## src/dais_pkg.sv

```systemverilog
// Shared types, register indexes, mode codes and state encoding for the interlock sequencer.
package dais_pkg;

    localparam int DUR_W       = 16;
    localparam int CFG_INDEX_W = 8;
    localparam int MODE_W      = 4;

    typedef struct packed {
        logic single_button_level;
        logic grabber_button_level;
    } dais_in_t;

    typedef struct packed {
        logic              single_extend;
        logic              outer_extend;
        logic              inner_extend;
        logic [MODE_W-1:0] mode_code;
    } dais_out_t;

    typedef struct packed {
        logic [DUR_W-1:0] first_stage_ticks;
        logic [DUR_W-1:0] second_stage_ticks;
        logic [DUR_W-1:0] grabber_retract_ticks;
        logic [DUR_W-1:0] single_retract_ticks;
    } dais_cfg_t;

    // Register indexes on the configuration port
    localparam logic [CFG_INDEX_W-1:0] REG_FIRST_STAGE     = CFG_INDEX_W'(0);
    localparam logic [CFG_INDEX_W-1:0] REG_SECOND_STAGE    = CFG_INDEX_W'(1);
    localparam logic [CFG_INDEX_W-1:0] REG_GRABBER_RETRACT = CFG_INDEX_W'(2);
    localparam logic [CFG_INDEX_W-1:0] REG_SINGLE_RETRACT  = CFG_INDEX_W'(3);

    // Register reset values
    localparam logic [DUR_W-1:0] FIRST_STAGE_RESET     = DUR_W'(250);
    localparam logic [DUR_W-1:0] SECOND_STAGE_RESET    = DUR_W'(250);
    localparam logic [DUR_W-1:0] GRABBER_RETRACT_RESET = DUR_W'(300);
    localparam logic [DUR_W-1:0] SINGLE_RETRACT_RESET  = DUR_W'(500);

    // Dense mode codes reported on the result
    localparam logic [MODE_W-1:0] MODE_WAIT         = MODE_W'(0);
    localparam logic [MODE_W-1:0] MODE_S_DEPLOYED   = MODE_W'(1);
    localparam logic [MODE_W-1:0] MODE_S_RETRACTING = MODE_W'(2);
    localparam logic [MODE_W-1:0] MODE_S_RETRACTED  = MODE_W'(3);
    localparam logic [MODE_W-1:0] MODE_G_FIRST      = MODE_W'(4);
    localparam logic [MODE_W-1:0] MODE_G_SECOND     = MODE_W'(5);
    localparam logic [MODE_W-1:0] MODE_G_DEPLOYED   = MODE_W'(6);
    localparam logic [MODE_W-1:0] MODE_G_RETRACTING = MODE_W'(7);
    localparam logic [MODE_W-1:0] MODE_G_RETRACTED  = MODE_W'(8);

    typedef enum logic [8:0] {
        ST_WAIT         = 9'b000000001,
        ST_S_DEPLOYED   = 9'b000000010,
        ST_S_RETRACTING = 9'b000000100,
        ST_S_RETRACTED  = 9'b000001000,
        ST_G_FIRST      = 9'b000010000,
        ST_G_SECOND     = 9'b000100000,
        ST_G_DEPLOYED   = 9'b001000000,
        ST_G_RETRACTING = 9'b010000000,
        ST_G_RETRACTED  = 9'b100000000
    } dais_state_t;

    function automatic logic [MODE_W-1:0] mode_of(input dais_state_t st);
        logic [MODE_W-1:0] m;
        case (st)
            ST_WAIT:         m = MODE_WAIT;
            ST_S_DEPLOYED:   m = MODE_S_DEPLOYED;
            ST_S_RETRACTING: m = MODE_S_RETRACTING;
            ST_S_RETRACTED:  m = MODE_S_RETRACTED;
            ST_G_FIRST:      m = MODE_G_FIRST;
            ST_G_SECOND:     m = MODE_G_SECOND;
            ST_G_DEPLOYED:   m = MODE_G_DEPLOYED;
            ST_G_RETRACTING: m = MODE_G_RETRACTING;
            ST_G_RETRACTED:  m = MODE_G_RETRACTED;
            default:         m = MODE_S_RETRACTING;
        endcase
        return m;
    endfunction

endpackage

```

## src/dais_cfg.sv

```systemverilog
// Duration register file written through the configuration port.
module dais_cfg (
    input  logic                                clk,
    input  logic                                rst_n,
    input  logic                                cfg_valid,
    output logic                                cfg_ready,
    input  logic [dais_pkg::CFG_INDEX_W-1:0]    cfg_index,
    input  logic [dais_pkg::DUR_W-1:0]          cfg_data,
    output dais_pkg::dais_cfg_t                 cfg
);

    dais_pkg::dais_cfg_t cfg_reg;
    dais_pkg::dais_cfg_t cfg_next;

    assign cfg_ready = 1'b1;

    always_comb
    begin
        cfg_next = cfg_reg;
        if (cfg_valid)
        begin
            case (cfg_index)
                dais_pkg::REG_FIRST_STAGE:     cfg_next.first_stage_ticks     = cfg_data;
                dais_pkg::REG_SECOND_STAGE:    cfg_next.second_stage_ticks    = cfg_data;
                dais_pkg::REG_GRABBER_RETRACT: cfg_next.grabber_retract_ticks = cfg_data;
                dais_pkg::REG_SINGLE_RETRACT:  cfg_next.single_retract_ticks  = cfg_data;
                default:                       cfg_next = cfg_reg; // drop unknown index
            endcase
        end
    end

    always_ff @(posedge clk or negedge rst_n)
    begin
        if (!rst_n)
        begin
            cfg_reg.first_stage_ticks     <= dais_pkg::FIRST_STAGE_RESET;
            cfg_reg.second_stage_ticks    <= dais_pkg::SECOND_STAGE_RESET;
            cfg_reg.grabber_retract_ticks <= dais_pkg::GRABBER_RETRACT_RESET;
            cfg_reg.single_retract_ticks  <= dais_pkg::SINGLE_RETRACT_RESET;
        end
        else
        begin
            cfg_reg <= cfg_next;
        end
    end

    assign cfg = cfg_reg;

endmodule

```

## src/dais_core.sv

```systemverilog
// Request edge detection, interlock state machine and saturating tick timer.
module dais_core #(
    parameter int TIMER_WIDTH = 16
) (
    input  logic                   clk,
    input  logic                   rst_n,
    input  logic                   step,
    input  dais_pkg::dais_in_t     item,
    input  dais_pkg::dais_cfg_t    cfg,
    output dais_pkg::dais_out_t    result
);

    localparam int CMP_W = (TIMER_WIDTH > dais_pkg::DUR_W) ? TIMER_WIDTH : dais_pkg::DUR_W;

    dais_pkg::dais_state_t   state_reg, state_next;
    logic                    s_sticky_reg, s_sticky_next;
    logic                    g_sticky_reg, g_sticky_next;
    logic                    s_prev_reg, g_prev_reg;
    logic [TIMER_WIDTH-1:0]  elapsed_reg, elapsed_next;

    logic s_tog, g_tog;
    logic restart;
    logic single_out, outer_out, inner_out;
    logic first_done, second_done, g_ret_done, s_ret_done;

    // Toggle sticky requests on rising edges before the state machine looks at them
    assign s_tog = s_sticky_reg ^ (~s_prev_reg & item.single_button_level);
    assign g_tog = g_sticky_reg ^ (~g_prev_reg & item.grabber_button_level);

    assign first_done  = CMP_W'(elapsed_reg) >= CMP_W'(cfg.first_stage_ticks);
    assign second_done = CMP_W'(elapsed_reg) >= CMP_W'(cfg.second_stage_ticks);
    assign g_ret_done  = CMP_W'(elapsed_reg) >= CMP_W'(cfg.grabber_retract_ticks);
    assign s_ret_done  = CMP_W'(elapsed_reg) >= CMP_W'(cfg.single_retract_ticks);

    always_comb
    begin
        state_next    = state_reg;
        s_sticky_next = s_tog;
        g_sticky_next = g_tog;
        restart       = 1'b0;
        single_out    = 1'b0;
        outer_out     = 1'b0;
        inner_out     = 1'b0;
        case (state_reg)
            dais_pkg::ST_WAIT, dais_pkg::ST_S_RETRACTED, dais_pkg::ST_G_RETRACTED:
            begin
                if (s_tog && !g_tog)
                begin
                    single_out = 1'b1;
                    state_next = dais_pkg::ST_S_DEPLOYED;
                end
                else if (!s_tog && g_tog)
                begin
                    outer_out  = 1'b1;
                    restart    = 1'b1;
                    state_next = dais_pkg::ST_G_FIRST;
                end
                else
                begin
                    state_next = dais_pkg::ST_WAIT;
                end
            end
            dais_pkg::ST_S_DEPLOYED:
            begin
                if (!s_tog || g_tog)
                begin
                    s_sticky_next = 1'b0;
                    restart       = 1'b1;
                    state_next    = dais_pkg::ST_S_RETRACTING;
                end
                else
                begin
                    single_out = 1'b1;
                end
            end
            dais_pkg::ST_S_RETRACTING:
            begin
                if (s_ret_done)
                begin
                    state_next = dais_pkg::ST_S_RETRACTED;
                end
            end
            dais_pkg::ST_G_FIRST, dais_pkg::ST_G_SECOND, dais_pkg::ST_G_DEPLOYED:
            begin
                if (s_tog || !g_tog)
                begin
                    // retract wins over stage advance
                    g_sticky_next = 1'b0;
                    restart       = 1'b1;
                    state_next    = dais_pkg::ST_G_RETRACTING;
                end
                else if (state_reg == dais_pkg::ST_G_FIRST)
                begin
                    outer_out = 1'b1;
                    if (first_done)
                    begin
                        restart    = 1'b1;
                        state_next = dais_pkg::ST_G_SECOND;
                    end
                end
                else if (state_reg == dais_pkg::ST_G_SECOND)
                begin
                    outer_out = 1'b1;
                    inner_out = 1'b1;
                    if (second_done)
                    begin
                        restart    = 1'b1;
                        state_next = dais_pkg::ST_G_DEPLOYED;
                    end
                end
                else
                begin
                    inner_out = 1'b1;
                end
            end
            dais_pkg::ST_G_RETRACTING:
            begin
                if (g_ret_done)
                begin
                    state_next = dais_pkg::ST_G_RETRACTED;
                end
            end
            default:
            begin
                state_next = dais_pkg::ST_S_RETRACTING;
            end
        endcase
    end

    // Restart or count up, holding at full scale
    always_comb
    begin
        if (restart)
        begin
            elapsed_next = '0;
        end
        else if (elapsed_reg != '1)
        begin
            elapsed_next = elapsed_reg + TIMER_WIDTH'(1);
        end
        else
        begin
            elapsed_next = elapsed_reg;
        end
    end

    always_ff @(posedge clk or negedge rst_n)
    begin
        if (!rst_n)
        begin
            state_reg    <= dais_pkg::ST_WAIT;
            s_sticky_reg <= 1'b0;
            g_sticky_reg <= 1'b0;
            s_prev_reg   <= 1'b0;
            g_prev_reg   <= 1'b0;
            elapsed_reg  <= '0;
        end
        else if (step)
        begin
            state_reg    <= state_next;
            s_sticky_reg <= s_sticky_next;
            g_sticky_reg <= g_sticky_next;
            s_prev_reg   <= item.single_button_level;
            g_prev_reg   <= item.grabber_button_level;
            elapsed_reg  <= elapsed_next;
        end
    end

    assign result.single_extend = single_out;
    assign result.outer_extend  = outer_out;
    assign result.inner_extend  = inner_out;
    assign result.mode_code     = dais_pkg::mode_of(state_next);

    a_drive_exclusive: assert property (@(posedge clk) disable iff (!rst_n)
        step |-> !(single_out && (outer_out || inner_out)))
        else $error("single and grabber drives active together");

    a_single_retract_restart: assert property (@(posedge clk) disable iff (!rst_n)
        (step && state_reg == dais_pkg::ST_S_DEPLOYED
              && state_next == dais_pkg::ST_S_RETRACTING)
        |=> (elapsed_reg == '0 && !s_sticky_reg))
        else $error("single retract did not restart timer or clear request");

    a_grabber_retract_restart: assert property (@(posedge clk) disable iff (!rst_n)
        (step && state_next == dais_pkg::ST_G_RETRACTING
              && state_reg != dais_pkg::ST_G_RETRACTING)
        |=> (elapsed_reg == '0 && !g_sticky_reg))
        else $error("grabber retract did not restart timer or clear request");

endmodule

```

## src/dual_actuator_interlock_sequencer_top.sv

```systemverilog
// Top level of the dual actuator interlock sequencer: handshakes, input and result registers.
//
// Each input transaction is one time tick carrying the raw levels of the two request
// buttons; each tick yields exactly one result transaction with the three cylinder
// drives and the new mode code. A rising button edge toggles that actuator's sticky
// request; the interlock then deploys the single cylinder, or the grabber in two timed
// stages (outer alone, then outer and inner, then inner held), and every retract runs a
// timed lockout. Durations come from four 16-bit registers in tick units and are
// measured by a TIMER_WIDTH-bit saturating counter; a duration beyond the counter range
// never expires. Throughput is one tick per clock while the output side is not stalled: a
// tick waits in the input register, the state update and timer compare are combinational,
// and the result register then presents the transaction. An empty input register takes a
// new tick while a finished result waits. Write the registers only while idle.
module dual_actuator_interlock_sequencer_top #(
    parameter int TIMER_WIDTH = 16
) (
    input  logic                                clk,
    input  logic                                rst_n,
    input  logic                                in_valid,
    output logic                                in_stall,
    input  dais_pkg::dais_in_t                  in_data,
    output logic                                out_valid,
    input  logic                                out_stall,
    output dais_pkg::dais_out_t                 out_data,
    input  logic                                cfg_valid,
    output logic                                cfg_ready,
    input  logic [dais_pkg::CFG_INDEX_W-1:0]    cfg_index,
    input  logic [dais_pkg::DUR_W-1:0]          cfg_data
);

    dais_pkg::dais_cfg_t  cfg;
    dais_pkg::dais_in_t   in_item_reg;
    logic                 in_full_reg, in_full_next;
    dais_pkg::dais_out_t  out_item_reg;
    dais_pkg::dais_out_t  result;
    logic                 out_valid_reg, out_valid_next;
    logic                 advance;
    logic                 step;
    logic                 in_take;

    // Result stage can load when empty or when its transaction leaves this cycle
    assign advance  = !out_valid_reg || !out_stall;
    assign step     = in_full_reg && advance;
    assign in_stall = in_full_reg && !advance;
    assign in_take  = in_valid && !in_stall;

    dais_cfg u_cfg (
        .clk       (clk),
        .rst_n     (rst_n),
        .cfg_valid (cfg_valid),
        .cfg_ready (cfg_ready),
        .cfg_index (cfg_index),
        .cfg_data  (cfg_data),
        .cfg       (cfg)
    );

    dais_core #(
        .TIMER_WIDTH (TIMER_WIDTH)
    ) u_core (
        .clk    (clk),
        .rst_n  (rst_n),
        .step   (step),
        .item   (in_item_reg),
        .cfg    (cfg),
        .result (result)
    );

    // Hold the input stage full until the core consumes it
    assign in_full_next   = in_take || (in_full_reg && !advance);
    // Hold the result while stalled; drop it once taken and nothing replaces it
    assign out_valid_next = step || (out_valid_reg && out_stall);

    always_ff @(posedge clk or negedge rst_n)
    begin
        if (!rst_n)
        begin
            in_full_reg   <= 1'b0;
            out_valid_reg <= 1'b0;
        end
        else
        begin
            in_full_reg   <= in_full_next;
            out_valid_reg <= out_valid_next;
        end
    end

    always_ff @(posedge clk)
    begin
        if (in_take)
        begin
            in_item_reg <= in_data;
        end
        if (step)
        begin
            out_item_reg <= result;
        end
    end

    assign out_valid = out_valid_reg;
    assign out_data  = out_item_reg;

    a_step_yields_result: assert property (@(posedge clk) disable iff (!rst_n)
        step |=> out_valid)
        else $error("consumed tick produced no result transaction");

    a_no_stall_when_empty: assert property (@(posedge clk) disable iff (!rst_n)
        !in_full_reg |-> !in_stall)
        else $error("input stalled with an empty input stage");

    a_result_exclusive: assert property (@(posedge clk) disable iff (!rst_n)
        out_valid |-> !(out_data.single_extend
                        && (out_data.outer_extend || out_data.inner_extend)))
        else $error("result drives both actuators");

endmodule

```

## config.mk

```make
export PLATFORM = sky130hd
export DESIGN_NAME = dual_actuator_interlock_sequencer_top
export DESIGN_NICKNAME = d
export VERILOG_FILES = /design/src/dais_pkg.sv /design/src/dais_cfg.sv /design/src/dais_core.sv /design/src/dual_actuator_interlock_sequencer_top.sv
export SDC_FILE = /design/constraint.sdc
export NUM_CORES = 1
export LEC_CHECK = 0
export BUFFER_PORTS_ARGS = -buffer_cell sky130_fd_sc_hd__buf_2
export CORE_MARGIN = 4
export CORE_UTILIZATION = 40
export CTS_CLUSTER_DIAMETER = 100
export CTS_CLUSTER_SIZE = 30
export DETAILED_ROUTE_END_ITERATION = 6
export SETUP_SLACK_MARGIN = 0.1
export SLEW_MARGIN = 20
export SYNTH_ARGS = -nofsm -noshare
export SYNTH_HDL_FRONTEND = slang
export SYNTH_SLANG_ARGS = --single-unit
```

## constraint.sdc

```tcl
create_clock -name clk -period 6.68 [get_ports clk]
set_input_delay 0.334 -clock clk [delete_from_list [all_inputs] [get_ports clk]]
set_output_delay 0.334 -clock clk [all_outputs]
set_load 0.005 [all_outputs]
```

==> impl_metrics.py <==
metrics = {
    "sta": {
        "timing_hold_violations_final": 0,
        "tightest_slew_ps": 1130,
        "max-slew-margin-rel": 0.246,
        "finalMaxSlewViolations": 0,
        "setup_viol": 0,
        "skew_ps": 13.3,
        "max_freq_ghz": 0.308,
        "tns_ps": 0,
        "finalCritPeriodShare": 0.485,
        "rsz0062_at_grt": "false",
        "period_minus_slack_ps": 3240,
    },
    "route": {
        "drc": 0,
        "vias": 4370,
        "routed_wl_um": 13100,
        "post_drt_via_cell_ratio": 5.30,
        "first_iter_violations": 219,
        "routedWlPerCell_um": 15.9,
        "first_pass_iters": 6,
        "antenna_left": 0,
    },
    "synth": {
        "synth_ff_type": "dfrtp_1",
        "ys_seq_area_frac": 0.436,
        "ys_warn_count": 0,
        "async_flop_share": 0.913,
        "ys_ff_latch": 104,
        "yosysTopAreaCell": "dfrtp_1",
        "syn_inst": 593,
        "synth.area.top_cells": "dfrtp_1 29%, ha_1 14%, dfstp_2 9.8%",
        "synth_edf_count": 9,
        "synth_area_mm2": 0.00614,
        "synth_top_area_share": 0.293,
        "syn_area_per_cell_um2": 10.4,
        "yosysUniqueCellTypes": 60,
        "syn-num-nets": 693,
    },
    "finish": {
        "nets": 732,
        "layout_common_cells": "72 x dfrtp_1, 69 x inv_1, 69 x ha_1",
        "final_common_cell": "dfrtp_1",
        "drive_above_1_share": 0.217,
        "diodes": 0,
        "synthToLayoutAreaGrowth_pct": 10.4,
        "fin_cells": 825,
        "largest_register_ffs": 64,
    },
    "grt": {
        "grt_use_total": 0.159,
        "grt_pass1_wl_um": 22500,
        "antenna_found_initial": 0,
        "grt_overflow": 0,
        "grt_max_degree": 62,
        "grt_pass1_vias": 4638,
    },
    "clocking": {
        "clk_pin_slew_ps": 70,
        "cts_buffer_depth": 2,
        "cts_tree": "yes",
        "cts-root-buf": "clkbuf_16",
        "clk_latency_ps": 350,
        "post_cts_buffers": 0,
        "ctsHtreeMaxLevel": 3,
        "cts_made_buffers": 9,
        "cts.sinks": 104,
    },
    "worst_setup_path": {
        "path_class": "reg2reg",
        "end_kind": "flop",
        "r2r-start": "u_core.elapsed_reg[3]",
        "critPathRequiredTime_ps": 6840,
        "crit_fanout": 8,
        "ff2ff_setup_slack_ps": 3440,
        "crit_path_start": "u_core.elapsed_reg[3]",
        "crit_end": "out_data[1]",
        "rr_worst_depth": 9,
        "worstPathArrival_ps": 3410,
        "r2r-end": "out_data[1]",
        "crit_path_start_kind": "flop",
    },
    "die": {
        "die_h_um": 132,
        "dieArea_mm2": 0.0174,
        "start_util": 0.405,
        "pin_count": 41,
        "die_w_um": 132,
        "coreArea_mm2": 0.0151,
        "rows": 45,
    },
    "pwr": {
        "ir_drop_v": 0.000139,
        "p_per_area_mw_per_mm2": 275,
        "pwr-share-comb": 0.310,
        "p_sw_w": 0.000636,
        "power_frac_clock": 0.257,
        "p_int_w": 0.00123,
        "p_leak_nw": 3.26,
        "swShare": 0.340,
        "power_frac_seq": 0.433,
    },
    "outcome": {
        "status": "complete, no violations",
    },
    "hold_path": {
        "hold_class": "in2reg",
    },
    "place": {
        "numPortBuffers": 39,
        "globalplace.congestion": 0.818,
        "hpwl_um": 9700,
        "dp.cells": 808,
    },
    "job": {
        "cap_violations": 0,
    },
}
kinds of logic (layout without fill, tap and decap cells):
logic type | count (synthesis) | in the layout | synth area share
compound gates | 99 | 99 | 0.104
xor+xnor | 18 | 18 | 0.0257
fa+ha+maj | 69 | 69 | 0.141
buf+inv | 83 | 127 | 0.0552
flops | 104 | 104 | 0.436
mux | 53 | 53 | 0.0974
other cells | 1 | 1 | 0.000611
simple gates | 166 | 166 | 0.141
per-stage QoR:
| step | utilization | power (W) | hold slack (ps) | setup slack [ps] | cell area (µm²) |
|---|---|---|---|---|---|
| floorplan | - | 0.00123 | 38.4 | 4000 | 6140 |
| global placement | 0.430 | 0.00138 | 311 | 3470 | 6510 |
| detailed placement | 0.430 | 0.00140 | 312 | 3430 | 6510 |
| CTS | 0.448 | 0.00189 | 152 | 3410 | 6780 |
| global route | 0.448 | 0.00201 | 151 | 3240 | 6780 |
| finish | 0.448 | 0.00187 | 167 | 3440 | 6780 |
how the worst min path moves through the flow:
stage	startpoint	to	slack (ps)	cells past startpoint
after floorplan	rst_n	in_full_reg	40	0
after global placement	rst_n	u_cfg.cfg[11]	310	1
after detailed placement	rst_n	u_cfg.cfg[11]	310	1
after CTS	in_data[1]	in_item_reg[1]	150	1
after global routing	in_data[0]	in_item_reg[0]	150	1
final	in_data[1]	in_item_reg[1]	170	1
metal layers:
metal  global-route usage  vias to the layer above  share of wire
li1                     -                     2149              -
met3               0.0332                       17          0.035
met2                0.264                       77           0.48
met1                0.208                     2127           0.47
met4               0.0502                        0          0.019
met5                    0                        -              0
power groups by stage:
| stage | registers [W] | clock network, W | logic [W] |
|---|---|---|---|
| after global placement | 0.000816 | 0 | 0.000566 |
| final | 0.000808 | 0.000481 | 0.000579 |
| after global routing | 0.000822 | 0.000523 | 0.000660 |
| after CTS | 0.000808 | 0.000497 | 0.000584 |
| after floorplan | 0.000790 | 0 | 0.000439 |
| after detailed placement | 0.000820 | 0 | 0.000579 |
worst max-delay path, cell delays in order, from the launching register on:
cell and delay, ps:
dfrtp_1 500, ha_1 360, o211ai_1 100, a21oi_1 80, o41ai_1 500, a21oi_1 190
o31ai_1 610, o211ai_1 180, mux2_4 310, o311ai_2 240
final cells by class:
type | instances | area, µm²
fill | 1446 | 8360
tap | 188 | 235
clock buffer | 13 | 240
multi-input combinational | 406 | 3130
sequential | 104 | 2680
clock inverter | 3 | 17.5
timing repair buffer | 42 | 223
inverter | 69 | 259
cell usage after synthesis (all sizes together), types with 3 or more instances:
cell type and number:
nand3 13, edfxtp 9, nor2 29, or3 3, nor2b 5, ha 69
xnor2 6, dfstp 23, inv 69, and2 4, nand2 61, o211ai 5
nand4 10, nor4b 3, a211oi 7, and3 6, and4 3, nand3b 3
clkbuf 8, nor4 4, dfrtp 72, a21o 6, nor3b 5, xor2 12
nor3 6, buf 6, mux2 51, nand2b 8, a21oi 22, o21ai 36
timing repair:
item,4_1_cts,5_1_grt
endpoints found under the hold margin,18,0
hold buffers,1,0
resized for setup,0,0
Note: power is estimated with default switching activity, not from simulation.
